$ cat config.mk
export PLATFORM = sky130hd
export DESIGN_NAME = pedal_sensor_plausibility_top_flat
export DESIGN_NICKNAME = d
export VERILOG_FILES = /design/src/rtl/psp_pkg.sv /design/src/rtl/psp_if.sv /design/src/rtl/psp_lane.sv /design/src/rtl/psp_merge.sv /design/src/rtl/pedal_sensor_plausibility_top.sv /design/src/flat_wrapper.sv
export SDC_FILE = /design/constraint.sdc
export NUM_CORES = 2
export LEC_CHECK = 0
export ABC_AREA = 1
export ABC_CLOCK_PERIOD_IN_PS = 6300
export BUFFER_PORTS_ARGS = -buffer_cell sky130_fd_sc_hd__buf_2
export CORE_MARGIN = 1
export CORE_UTILIZATION = 35
export CTS_BUF_LIST = sky130_fd_sc_hd__clkbuf_8
export DETAILED_ROUTE_END_ITERATION = 10
export HOLD_SLACK_MARGIN = 0.15
export REMOVE_ABC_BUFFERS = 1
export SETUP_SLACK_MARGIN = 0.05
export SLEW_MARGIN = 0
export SYNTH_ARGS = -nofsm -noshare
export SYNTH_HDL_FRONTEND = slang
export SYNTH_SLANG_ARGS = --single-unit
$ cat constraint.sdc
create_clock -name clock -period 6.3 [get_ports clock]
set_input_delay 0.63 -clock clock [delete_from_list [all_inputs] [get_ports clock]]
set_output_delay 0.63 -clock clock [all_outputs]
set_load 0.01 [all_outputs]
$ cat src/rtl/psp_pkg.sv
package psp_pkg;

   localparam int MV_W    = 13;
   localparam int PCT_W   = 10;
   localparam int MS_W    = 16;
   localparam int PROD_W  = MV_W + PCT_W;
   localparam int DIV_STEPS = PCT_W;
   localparam int CNT_W   = $clog2(DIV_STEPS);

   localparam logic [PCT_W-1:0] FULL_SCALE           = PCT_W'(1000);
   localparam logic [MV_W-1:0]  WINDOW_MIN_MV        = MV_W'(250);
   localparam logic [MV_W-1:0]  WINDOW_MAX_MV        = MV_W'(4750);
   localparam logic [PCT_W-1:0] BRAKE_ON_LEVEL       = PCT_W'(100);
   localparam logic [PCT_W-1:0] FAULT_CLEAR_LEVEL    = PCT_W'(50);
   localparam logic [PCT_W-1:0] CONFLICT_TRIP_LEVEL  = PCT_W'(250);
   localparam logic [PCT_W-1:0] CONFLICT_CLEAR_LEVEL = PCT_W'(50);
   localparam logic [MS_W-1:0]  TIMER_MAX            = MS_W'(16'hFFFF);

   localparam logic [MV_W-1:0]  RST_LOW_MV    = MV_W'(500);
   localparam logic [MV_W-1:0]  RST_HIGH_MV   = MV_W'(4500);
   localparam logic [PCT_W-1:0] RST_LIMIT     = PCT_W'(100);
   localparam logic [MS_W-1:0]  RST_TIME_MS   = MS_W'(100);

   typedef enum logic [2:0] {
      CSR_A_LOW   = 3'd0,
      CSR_A_HIGH  = 3'd1,
      CSR_B_LOW   = 3'd2,
      CSR_B_HIGH  = 3'd3,
      CSR_BRK_LOW = 3'd4,
      CSR_BRK_HIGH = 3'd5,
      CSR_LIMIT   = 3'd6,
      CSR_TIME_MS = 3'd7
   } csr_idx_type;

   typedef enum logic [1:0] {
      L_IDLE,
      L_MUL,
      L_DIV
   } lane_state_type;

   typedef enum logic [1:0] {
      T_IDLE,
      T_SCALE,
      T_MERGE
   } top_state_type;

   typedef struct packed {
      logic [MV_W-1:0] pedal_a_mv;
      logic [MV_W-1:0] pedal_b_mv;
      logic [MS_W-1:0] elapsed_ms;
   } item_type;

   typedef struct packed {
      logic [PCT_W-1:0] pedal_a_pct;
      logic [PCT_W-1:0] pedal_b_pct;
      logic [PCT_W-1:0] brake_pct;
   } scaled_type;

endpackage

$ cat src/rtl/psp_if.sv
interface psp_req_if;
   import psp_pkg::*;
   logic            valid;
   logic            ready;
   logic [MV_W-1:0] pedal_a_mv;
   logic [MV_W-1:0] pedal_b_mv;
   logic [MV_W-1:0] brake_sensor_mv;
   logic [MS_W-1:0] elapsed_ms;

   modport source (output valid, pedal_a_mv, pedal_b_mv, brake_sensor_mv, elapsed_ms,
                   input ready);
   modport sink (input valid, pedal_a_mv, pedal_b_mv, brake_sensor_mv, elapsed_ms,
                 output ready);
endinterface

interface psp_rsp_if;
   import psp_pkg::*;
   logic             valid;
   logic             ready;
   logic [PCT_W-1:0] pedal_out;
   logic [PCT_W-1:0] pedal_a_pct;
   logic [PCT_W-1:0] pedal_b_pct;
   logic [PCT_W-1:0] brake_pct;
   logic             brake_on;
   logic             pedal_a_valid;
   logic             pedal_b_valid;
   logic             pedal_fault;
   logic             brake_conflict;

   modport source (output valid, pedal_out, pedal_a_pct, pedal_b_pct, brake_pct, brake_on,
                   pedal_a_valid, pedal_b_valid, pedal_fault, brake_conflict,
                   input ready);
   modport sink (input valid, pedal_out, pedal_a_pct, pedal_b_pct, brake_pct, brake_on,
                 pedal_a_valid, pedal_b_valid, pedal_fault, brake_conflict,
                 output ready);
endinterface

interface psp_csr_if;
   import psp_pkg::*;
   logic            valid;
   logic            ready;
   csr_idx_type     index;
   logic [MS_W-1:0] data;

   modport source (output valid, index, data, input ready);
   modport sink (input valid, index, data, output ready);
endinterface

$ cat src/rtl/psp_lane.sv
module psp_lane (
   input  logic                    clock,
   input  logic                    reset,
   input  logic                    start,
   input  logic [psp_pkg::MV_W-1:0] mv,
   input  logic [psp_pkg::MV_W-1:0] low_mv,
   input  logic [psp_pkg::MV_W-1:0] high_mv,
   output logic                    busy,
   output logic [psp_pkg::PCT_W-1:0] pct
);
   import psp_pkg::*;

   lane_state_type      state_ff, state_in;
   logic [MV_W-1:0]     num_ff, den_ff, rem_ff, rem_in;
   logic                zero_ff, full_ff;
   logic [PCT_W-1:0]    shf_ff, shf_in, pct_ff, pct_in;
   logic [CNT_W-1:0]    cnt_ff, cnt_in;

   logic                flipped;
   logic [MV_W-1:0]     num_s, den_s;
   logic                below_s;
   logic [PROD_W-1:0]   prod;
   logic [MV_W:0]       trial;
   logic                fits;

   always_comb begin
      flipped = low_mv > high_mv;
      if (!flipped) begin
         below_s = mv <= low_mv;
         num_s   = mv - low_mv;
         den_s   = high_mv - low_mv;
      end else begin
         below_s = mv >= low_mv;
         num_s   = low_mv - mv;
         den_s   = low_mv - high_mv;
      end
   end

   assign prod  = PROD_W'(num_ff) * PROD_W'(FULL_SCALE);
   assign trial = {rem_ff, shf_ff[PCT_W-1]};
   assign fits  = trial >= {1'b0, den_ff};

   // Restoring long division: quotient bits shift in as dividend bits shift out.
   always_comb begin
      state_in = state_ff;
      rem_in   = rem_ff;
      shf_in   = shf_ff;
      cnt_in   = cnt_ff;
      pct_in   = pct_ff;
      unique case (state_ff)
         L_IDLE: begin
            if (start) state_in = L_MUL;
         end
         L_MUL: begin
            if (zero_ff) begin
               pct_in   = '0;
               state_in = L_IDLE;
            end else if (full_ff) begin
               pct_in   = FULL_SCALE;
               state_in = L_IDLE;
            end else begin
               rem_in   = prod[PROD_W-1:PCT_W];
               shf_in   = prod[PCT_W-1:0];
               cnt_in   = '0;
               state_in = L_DIV;
            end
         end
         L_DIV: begin
            rem_in = fits ? MV_W'(trial - {1'b0, den_ff}) : trial[MV_W-1:0];
            shf_in = {shf_ff[PCT_W-2:0], fits};
            cnt_in = cnt_ff + 1'b1;
            if (cnt_ff == CNT_W'(DIV_STEPS - 1)) begin
               pct_in   = shf_in;
               state_in = L_IDLE;
            end
         end
         default: state_in = L_IDLE;
      endcase
   end

   always_ff @(posedge clock) begin
      if (reset) begin
         state_ff <= L_IDLE;
      end else begin
         state_ff <= state_in;
      end
   end

   always_ff @(posedge clock) begin
      if (state_ff == L_IDLE && start) begin
         num_ff  <= num_s;
         den_ff  <= den_s;
         zero_ff <= below_s || (den_s == '0);
         full_ff <= num_s >= den_s;
      end
      rem_ff <= rem_in;
      shf_ff <= shf_in;
      cnt_ff <= cnt_in;
      pct_ff <= pct_in;
   end

   assign busy = state_ff != L_IDLE;
   assign pct  = pct_ff;

endmodule

$ cat src/rtl/psp_merge.sv
module psp_merge (
   input  logic                      clock,
   input  logic                      reset,
   input  logic                      load,
   input  psp_pkg::item_type         item,
   input  psp_pkg::scaled_type       scaled,
   input  logic [psp_pkg::PCT_W-1:0] disagree_limit,
   input  logic [psp_pkg::MS_W-1:0]  disagree_time_ms,
   output logic                      free,
   psp_rsp_if.source                 rsp_chan
);
   import psp_pkg::*;

   logic [MS_W-1:0]  timer_ff, timer_in;
   logic             fault_ff, fault_in;
   logic             conflict_ff, conflict_in;
   logic             valid_ff;

   logic [PCT_W-1:0] pedal_out_ff, a_pct_ff, b_pct_ff, brk_pct_ff;
   logic             brake_on_ff, a_ok_ff, b_ok_ff;

   logic             a_ok, b_ok, brake_on, agree;
   logic [PCT_W-1:0] gap, pedal;
   logic [MS_W:0]    sum;

   always_comb begin
      a_ok     = item.pedal_a_mv >= WINDOW_MIN_MV && item.pedal_a_mv <= WINDOW_MAX_MV;
      b_ok     = item.pedal_b_mv >= WINDOW_MIN_MV && item.pedal_b_mv <= WINDOW_MAX_MV;
      brake_on = scaled.brake_pct >= BRAKE_ON_LEVEL;
      gap      = (scaled.pedal_a_pct > scaled.pedal_b_pct) ?
                 scaled.pedal_a_pct - scaled.pedal_b_pct :
                 scaled.pedal_b_pct - scaled.pedal_a_pct;
      agree    = gap <= disagree_limit;
      pedal    = (scaled.pedal_a_pct < scaled.pedal_b_pct) ?
                 scaled.pedal_a_pct : scaled.pedal_b_pct;
      sum      = {1'b0, timer_ff} + {1'b0, item.elapsed_ms};

      if (!a_ok || !b_ok) begin
         timer_in = disagree_time_ms;
      end else if (!agree) begin
         timer_in = sum[MS_W] ? TIMER_MAX : sum[MS_W-1:0];
      end else begin
         timer_in = '0;
      end
      fault_in = fault_ff || (timer_in >= disagree_time_ms);

      // Release needs both channels healthy, in agreement and the pedal near rest.
      if (fault_in && a_ok && b_ok && agree && pedal < FAULT_CLEAR_LEVEL) begin
         fault_in = 1'b0;
         timer_in = '0;
      end

      if (!conflict_ff) begin
         conflict_in = brake_on && pedal > CONFLICT_TRIP_LEVEL;
      end else begin
         conflict_in = !(pedal < CONFLICT_CLEAR_LEVEL);
      end
   end

   assign free = !valid_ff || rsp_chan.ready;

   always_ff @(posedge clock) begin
      if (reset) begin
         timer_ff    <= '0;
         fault_ff    <= 1'b0;
         conflict_ff <= 1'b0;
         valid_ff    <= 1'b0;
      end else begin
         if (load) begin
            timer_ff    <= timer_in;
            fault_ff    <= fault_in;
            conflict_ff <= conflict_in;
            valid_ff    <= 1'b1;
         end else if (rsp_chan.ready) begin
            valid_ff <= 1'b0;
         end
      end
   end

   always_ff @(posedge clock) begin
      if (load) begin
         pedal_out_ff <= pedal;
         a_pct_ff     <= scaled.pedal_a_pct;
         b_pct_ff     <= scaled.pedal_b_pct;
         brk_pct_ff   <= scaled.brake_pct;
         brake_on_ff  <= brake_on;
         a_ok_ff      <= a_ok;
         b_ok_ff      <= b_ok;
      end
   end

   assign rsp_chan.valid          = valid_ff;
   assign rsp_chan.pedal_out      = pedal_out_ff;
   assign rsp_chan.pedal_a_pct    = a_pct_ff;
   assign rsp_chan.pedal_b_pct    = b_pct_ff;
   assign rsp_chan.brake_pct      = brk_pct_ff;
   assign rsp_chan.brake_on       = brake_on_ff;
   assign rsp_chan.pedal_a_valid  = a_ok_ff;
   assign rsp_chan.pedal_b_valid  = b_ok_ff;
   assign rsp_chan.pedal_fault    = fault_ff;
   assign rsp_chan.brake_conflict = conflict_ff;

endmodule

$ cat src/rtl/pedal_sensor_plausibility_top.sv
// Accelerator and brake plausibility check. Each request transfer carries two
// accelerator readings, one brake reading and the milliseconds since the last
// sample; each response transfer returns the three readings scaled to tenths of
// a percent, the lower accelerator channel, window flags, and the latched
// implausibility and brake-and-throttle conflict flags. The three readings are
// scaled by three lanes side by side, each a 13 by 10 bit multiply followed by a
// ten-step restoring divider. The response is registered after all lanes have
// finished and the merge has run, and a new request is taken only once the
// previous item has been merged. A reading that saturates or sits at its zero
// end skips the divider and finishes after the multiply step, but still waits
// for the other lanes. A response left waiting does not block the next request,
// only the merge of that next item, which waits until the response is taken.
// Calibration and the disagreement limits are written through the csr channel,
// which is always ready, and must only be changed while no item is in flight.
module pedal_sensor_plausibility_top (
   input  logic    clock,
   input  logic    reset,
   psp_req_if.sink   req_chan,
   psp_rsp_if.source rsp_chan,
   psp_csr_if.sink   csr_chan
);
   import psp_pkg::*;

   logic [MV_W-1:0]  a_low_ff, a_high_ff, b_low_ff, b_high_ff, brk_low_ff, brk_high_ff;
   logic [PCT_W-1:0] limit_ff;
   logic [MS_W-1:0]  time_ms_ff;

   top_state_type    state_ff, state_in;
   item_type         item_ff;
   scaled_type       scaled;
   logic             start, load, merge_free;
   logic             busy_a, busy_b, busy_brk;

   assign csr_chan.ready = 1'b1;

   always_ff @(posedge clock) begin
      if (reset) begin
         a_low_ff    <= RST_LOW_MV;
         a_high_ff   <= RST_HIGH_MV;
         b_low_ff    <= RST_LOW_MV;
         b_high_ff   <= RST_HIGH_MV;
         brk_low_ff  <= RST_LOW_MV;
         brk_high_ff <= RST_HIGH_MV;
         limit_ff    <= RST_LIMIT;
         time_ms_ff  <= RST_TIME_MS;
      end else if (csr_chan.valid) begin
         unique case (csr_chan.index)
            CSR_A_LOW:    a_low_ff    <= csr_chan.data[MV_W-1:0];
            CSR_A_HIGH:   a_high_ff   <= csr_chan.data[MV_W-1:0];
            CSR_B_LOW:    b_low_ff    <= csr_chan.data[MV_W-1:0];
            CSR_B_HIGH:   b_high_ff   <= csr_chan.data[MV_W-1:0];
            CSR_BRK_LOW:  brk_low_ff  <= csr_chan.data[MV_W-1:0];
            CSR_BRK_HIGH: brk_high_ff <= csr_chan.data[MV_W-1:0];
            CSR_LIMIT:    limit_ff    <= csr_chan.data[PCT_W-1:0];
            CSR_TIME_MS:  time_ms_ff  <= csr_chan.data;
            default: ;
         endcase
      end
   end

   always_comb begin
      state_in       = state_ff;
      req_chan.ready = 1'b0;
      start          = 1'b0;
      load           = 1'b0;
      unique case (state_ff)
         T_IDLE: begin
            req_chan.ready = 1'b1;
            if (req_chan.valid) begin
               start    = 1'b1;
               state_in = T_SCALE;
            end
         end
         T_SCALE: begin
            if (!busy_a && !busy_b && !busy_brk) state_in = T_MERGE;
         end
         T_MERGE: begin
            if (merge_free) begin
               load     = 1'b1;
               state_in = T_IDLE;
            end
         end
         default: state_in = T_IDLE;
      endcase
   end

   always_ff @(posedge clock) begin
      if (reset) begin
         state_ff <= T_IDLE;
      end else begin
         state_ff <= state_in;
      end
   end

   always_ff @(posedge clock) begin
      if (start) begin
         item_ff.pedal_a_mv <= req_chan.pedal_a_mv;
         item_ff.pedal_b_mv <= req_chan.pedal_b_mv;
         item_ff.elapsed_ms <= req_chan.elapsed_ms;
      end
   end

   psp_lane u_lane_a (
      .clock   (clock),
      .reset   (reset),
      .start   (start),
      .mv      (req_chan.pedal_a_mv),
      .low_mv  (a_low_ff),
      .high_mv (a_high_ff),
      .busy    (busy_a),
      .pct     (scaled.pedal_a_pct)
   );

   psp_lane u_lane_b (
      .clock   (clock),
      .reset   (reset),
      .start   (start),
      .mv      (req_chan.pedal_b_mv),
      .low_mv  (b_low_ff),
      .high_mv (b_high_ff),
      .busy    (busy_b),
      .pct     (scaled.pedal_b_pct)
   );

   psp_lane u_lane_brk (
      .clock   (clock),
      .reset   (reset),
      .start   (start),
      .mv      (req_chan.brake_sensor_mv),
      .low_mv  (brk_low_ff),
      .high_mv (brk_high_ff),
      .busy    (busy_brk),
      .pct     (scaled.brake_pct)
   );

   psp_merge u_merge (
      .clock            (clock),
      .reset            (reset),
      .load             (load),
      .item             (item_ff),
      .scaled           (scaled),
      .disagree_limit   (limit_ff),
      .disagree_time_ms (time_ms_ff),
      .free             (merge_free),
      .rsp_chan         (rsp_chan)
   );

endmodule

$ cat src/flat_wrapper.sv
// flat-port wrapper written by rule: the top's interface ports become plain ports
module pedal_sensor_plausibility_top_flat import psp_pkg::*;
  (clock, reset, req_chan_valid, req_chan_pedal_a_mv, req_chan_pedal_b_mv, req_chan_brake_sensor_mv, req_chan_elapsed_ms, req_chan_ready, rsp_chan_valid, rsp_chan_pedal_out, rsp_chan_pedal_a_pct, rsp_chan_pedal_b_pct, rsp_chan_brake_pct, rsp_chan_brake_on, rsp_chan_pedal_a_valid, rsp_chan_pedal_b_valid, rsp_chan_pedal_fault, rsp_chan_brake_conflict, rsp_chan_ready, csr_chan_valid, csr_chan_index, csr_chan_data, csr_chan_ready);
  psp_req_if req_chan_i ();
  psp_rsp_if rsp_chan_i ();
  psp_csr_if csr_chan_i ();
  input  logic clock;
  input  logic reset;
  input wire logic [$bits(req_chan_i.valid)-1:0] req_chan_valid;
  input wire logic [$bits(req_chan_i.pedal_a_mv)-1:0] req_chan_pedal_a_mv;
  input wire logic [$bits(req_chan_i.pedal_b_mv)-1:0] req_chan_pedal_b_mv;
  input wire logic [$bits(req_chan_i.brake_sensor_mv)-1:0] req_chan_brake_sensor_mv;
  input wire logic [$bits(req_chan_i.elapsed_ms)-1:0] req_chan_elapsed_ms;
  output wire logic [$bits(req_chan_i.ready)-1:0] req_chan_ready;
  output wire logic [$bits(rsp_chan_i.valid)-1:0] rsp_chan_valid;
  output wire logic [$bits(rsp_chan_i.pedal_out)-1:0] rsp_chan_pedal_out;
  output wire logic [$bits(rsp_chan_i.pedal_a_pct)-1:0] rsp_chan_pedal_a_pct;
  output wire logic [$bits(rsp_chan_i.pedal_b_pct)-1:0] rsp_chan_pedal_b_pct;
  output wire logic [$bits(rsp_chan_i.brake_pct)-1:0] rsp_chan_brake_pct;
  output wire logic [$bits(rsp_chan_i.brake_on)-1:0] rsp_chan_brake_on;
  output wire logic [$bits(rsp_chan_i.pedal_a_valid)-1:0] rsp_chan_pedal_a_valid;
  output wire logic [$bits(rsp_chan_i.pedal_b_valid)-1:0] rsp_chan_pedal_b_valid;
  output wire logic [$bits(rsp_chan_i.pedal_fault)-1:0] rsp_chan_pedal_fault;
  output wire logic [$bits(rsp_chan_i.brake_conflict)-1:0] rsp_chan_brake_conflict;
  input wire logic [$bits(rsp_chan_i.ready)-1:0] rsp_chan_ready;
  input wire logic [$bits(csr_chan_i.valid)-1:0] csr_chan_valid;
  input wire logic [$bits(csr_chan_i.index)-1:0] csr_chan_index;
  input wire logic [$bits(csr_chan_i.data)-1:0] csr_chan_data;
  output wire logic [$bits(csr_chan_i.ready)-1:0] csr_chan_ready;
  assign req_chan_i.valid = req_chan_valid;
  assign req_chan_i.pedal_a_mv = req_chan_pedal_a_mv;
  assign req_chan_i.pedal_b_mv = req_chan_pedal_b_mv;
  assign req_chan_i.brake_sensor_mv = req_chan_brake_sensor_mv;
  assign req_chan_i.elapsed_ms = req_chan_elapsed_ms;
  assign req_chan_ready = req_chan_i.ready;
  assign rsp_chan_valid = rsp_chan_i.valid;
  assign rsp_chan_pedal_out = rsp_chan_i.pedal_out;
  assign rsp_chan_pedal_a_pct = rsp_chan_i.pedal_a_pct;
  assign rsp_chan_pedal_b_pct = rsp_chan_i.pedal_b_pct;
  assign rsp_chan_brake_pct = rsp_chan_i.brake_pct;
  assign rsp_chan_brake_on = rsp_chan_i.brake_on;
  assign rsp_chan_pedal_a_valid = rsp_chan_i.pedal_a_valid;
  assign rsp_chan_pedal_b_valid = rsp_chan_i.pedal_b_valid;
  assign rsp_chan_pedal_fault = rsp_chan_i.pedal_fault;
  assign rsp_chan_brake_conflict = rsp_chan_i.brake_conflict;
  assign rsp_chan_i.ready = rsp_chan_ready;
  assign csr_chan_i.valid = csr_chan_valid;
  assign csr_chan_i.index = csr_chan_index;
  assign csr_chan_i.data = csr_chan_data;
  assign csr_chan_ready = csr_chan_i.ready;
  pedal_sensor_plausibility_top u_core (.clock(clock), .reset(reset), .req_chan(req_chan_i), .rsp_chan(rsp_chan_i), .csr_chan(csr_chan_i));
endmodule
==> metrics.cfg <==
[detailed_routing]
routedWlPerCell_um = 17.0
remaining_drc_errors = 0
ant_nets = 0
drt-total-wl_mm = 100
routed-via-count = 29419
via_per_inst = 5.00
drt-initial-drc-count = 2014
firstDrtPassIters = 6

[synth]
synth-main-ff-cell = edfxtp_1
synth_top_area_cell = edfxtp_1
synth-edff-count = 280
synth_top_area_share_pct = 23.8
synth.avg_cell_area_um2 = 8.10
synthCells = 4357
synth_seq_cells = 411
synth-async-reset-ratio_pct = 0
yosys_warnings = 0
ys_top_cells_by_area = edfxtp_1 (24%), ha_1 (15%), nand2_1 (9.8%), fa_1 (8.2%), inv_1 (7.5%)
yosysSeqAreaShare_pct = 31.3
synth.distinct_cells = 61
netlist_area_um2 = 35300

[layout]
drive_gt1_share_pct = 7.76
fin_nets = 5184
largest_reg_flops = 42
final_common_cell = nand2_1
regMostFlops = u_core.item_ff
areaGrowthSynthToFinish_pct = 11.5
layout_common_cells = nand2_1 (918), inv_1 (724), ha_1 (436), a21oi_1 (379), o21ai_0 (286)
top_regs = u_core.item_ff x42, u_core.time_ms_ff x16, u_core.u_merge.timer_ff x16

[power_and_ir_drop]
combPwrFrac_pct = 60.3
pwr-share-seq_pct = 22.6
p_sw_share_pct = 45.6
vdd_drop_max_v = 0.000375
leakage_uw = 0.0189
power_switching_uw = 7800
power.total_uw = 17100
p_int_uw = 9320
power.clock.fraction_pct = 17.2
power_density_nw_per_um2 = 435

[cts]
postCtsSetupRepairBufs = 0
cts_made_buffers = 76
cts.sink_count = 411
cts_tree = done
cts-root-buf = clkbuf_8
cts.htree.levels = 3
clk_pin_slew_ns = 0.06
insertion_delay_ns = 0.70
clockBufferDepth = 3

[timing]
tightest_slew_ns = 1.16
period_minus_slack_ns = 5.72
setup_viol = 0
fin_crit_sh_pct = 90.8
rsz0062_at_grt = false
clock_skew_ns = 0.0396
fmax_mhz = 175
tns_ns = 0
hold_viol = 0
slew_headroom_pct = 22.3
maxSlewViolCount = 0

[floorplanning]
start_util_pct = 35.3
die_w_um = 319
core_um2 = 100000
die_area_um2 = 102000
dieHeight_um = 319
num_rows = 116
ioPinCount = 127

[global_routing]
gr-total-overflow = 0
grt_pass1_vias = 28985
grt_start_max_net_pins = 71
grt_pass1_wl_mm = 158
antenna_found_initial = 7
grt_usage_pct = 19.6

[place]
hpwl_mm = 78.9
gp_congestion = 0.907
port_buffers = 125

[critical_path]
crit_top_cell = nand2_1
crit_fanout = 16
path_class = register to register
cpPeakStageDelay_ns = 0.47
startpoint_type = register
required_ns = 6.83
worst_path_max_delay_cell = fa_1
crit_arrival_ns = 6.25
end_kind = register

[job]
cap_violations = 0

[run_status]
status = complete, no violations

[hold_path]
min_path_type = input pin to register

[final timing paths]
kind | startpoint | endpoint | slack [ns] | cells past startpoint
max | u_core.u_lane_a.pct[0] | u_core.u_merge.rsp_chan.pedal_fault | 0.58 | 34
min | req_chan_pedal_a_mv[1] | u_core.item_ff[30] | 0.26 | 1
max reg2reg | u_core.u_lane_a.pct[0] | u_core.u_merge.rsp_chan.pedal_fault | 0.58 | 34
min reg2reg | u_core.u_lane_brk.pct[3] | u_core.u_merge.rsp_chan.brake_pct[3] | 0.45 | 0
[cell families after synthesis]
group | count (synthesis) | share of synthesized area, %
AND/OR/NAND/NOR | 1526 | 18.3
AO/OA/AOI/OAI | 882 | 14.1
buffers and inverters | 812 | 9.04
adder cells (fa/ha/maj) | 580 | 23.6
flip-flops | 411 | 31.3
XOR/XNOR | 144 | 3.58
other | 1 | 0.0106
multiplexers | 1 | 0.0284
[metal layers]
layer  track usage, %  wire [um]  part of all wire [%]
met5                0          0                     0
met4             5.37       2380                   2.4
met3             2.54       4670                   4.7
met2             32.9      46700                    47
met1             26.3      46300                    46
[power groups by stage]
| stage | Clock, uW | Combinational, uW | Sequential [uW] |
|---|---|---|---|
| after floorplan | 0 | 7890 | 3820 |
| after global placement | 0 | 10200 | 3910 |
| after detailed placement | 0 | 10300 | 3910 |
| after CTS | 3020 | 10400 | 3870 |
| after global routing | 3130 | 11900 | 3900 |
| final | 2940 | 10300 | 3860 |
[critical path: cells and delay by family, from the launching register on]
| family | cells | cell delay [ns] |
|---|---|---|
| buffers and inverters | 6 | 0.73 |
| AO/OA/AOI/OAI | 4 | 0.44 |
| flip-flops | 1 | 0.42 |
| AND/OR/NAND/NOR | 19 | 2.57 |
| XOR/XNOR | 1 | 0.20 |
| adder cells (fa/ha/maj) | 4 | 1.17 |
[repair_timing]
| item | 4_1_cts | 5_1_grt |
|---|---|---|
| hold buffers | 41 | 0 |
| resized for setup | 0 | 0 |
| endpoints found under the hold margin | 41 | 0 |
[cell type report]
| class | count | area [um2] |
|---|---|---|
| diodes | 2 | 5.00 |
| clock buffers | 93 | 1280 |
| clock inverters | 48 | 438 |
| fillers | 10228 | 60700 |
| inverters | 715 | 2680 |
| multi-input cells | 3134 | 21100 |
| flip-flops and latches | 411 | 11000 |
| well taps | 1298 | 1620 |
| repair buffers | 187 | 1190 |
[through the flow]
stage	area [um2]	setup WS (ns)	util, %	hold WS, ns	std cells
floorplan	34800	1.82	-	0.400	4260
global placement	37200	0.792	37.2	0.432	5704
detailed placement	37200	0.658	37.2	0.432	5704
CTS	39300	0.630	39.3	0.188	5886
global route	39300	0.0578	39.3	0.230	5887
finish	39300	0.580	39.3	0.258	5888
[cells in the mapped netlist, types with 44 or more instances]
library cell / count
nand2_1: 918
inv_1: 708
ha_1: 436
a21oi_1: 380
o21ai_0: 286
edfxtp_1: 280
nor2_1: 237
nand3_1: 195
fa_1: 144
dfxtp_1: 131
xor2_1: 100
o211ai_1: 56
clkbuf_1: 53
nand4_1: 51
xnor2_1: 44
No activity file was read; power rests on OpenSTA's default activity.
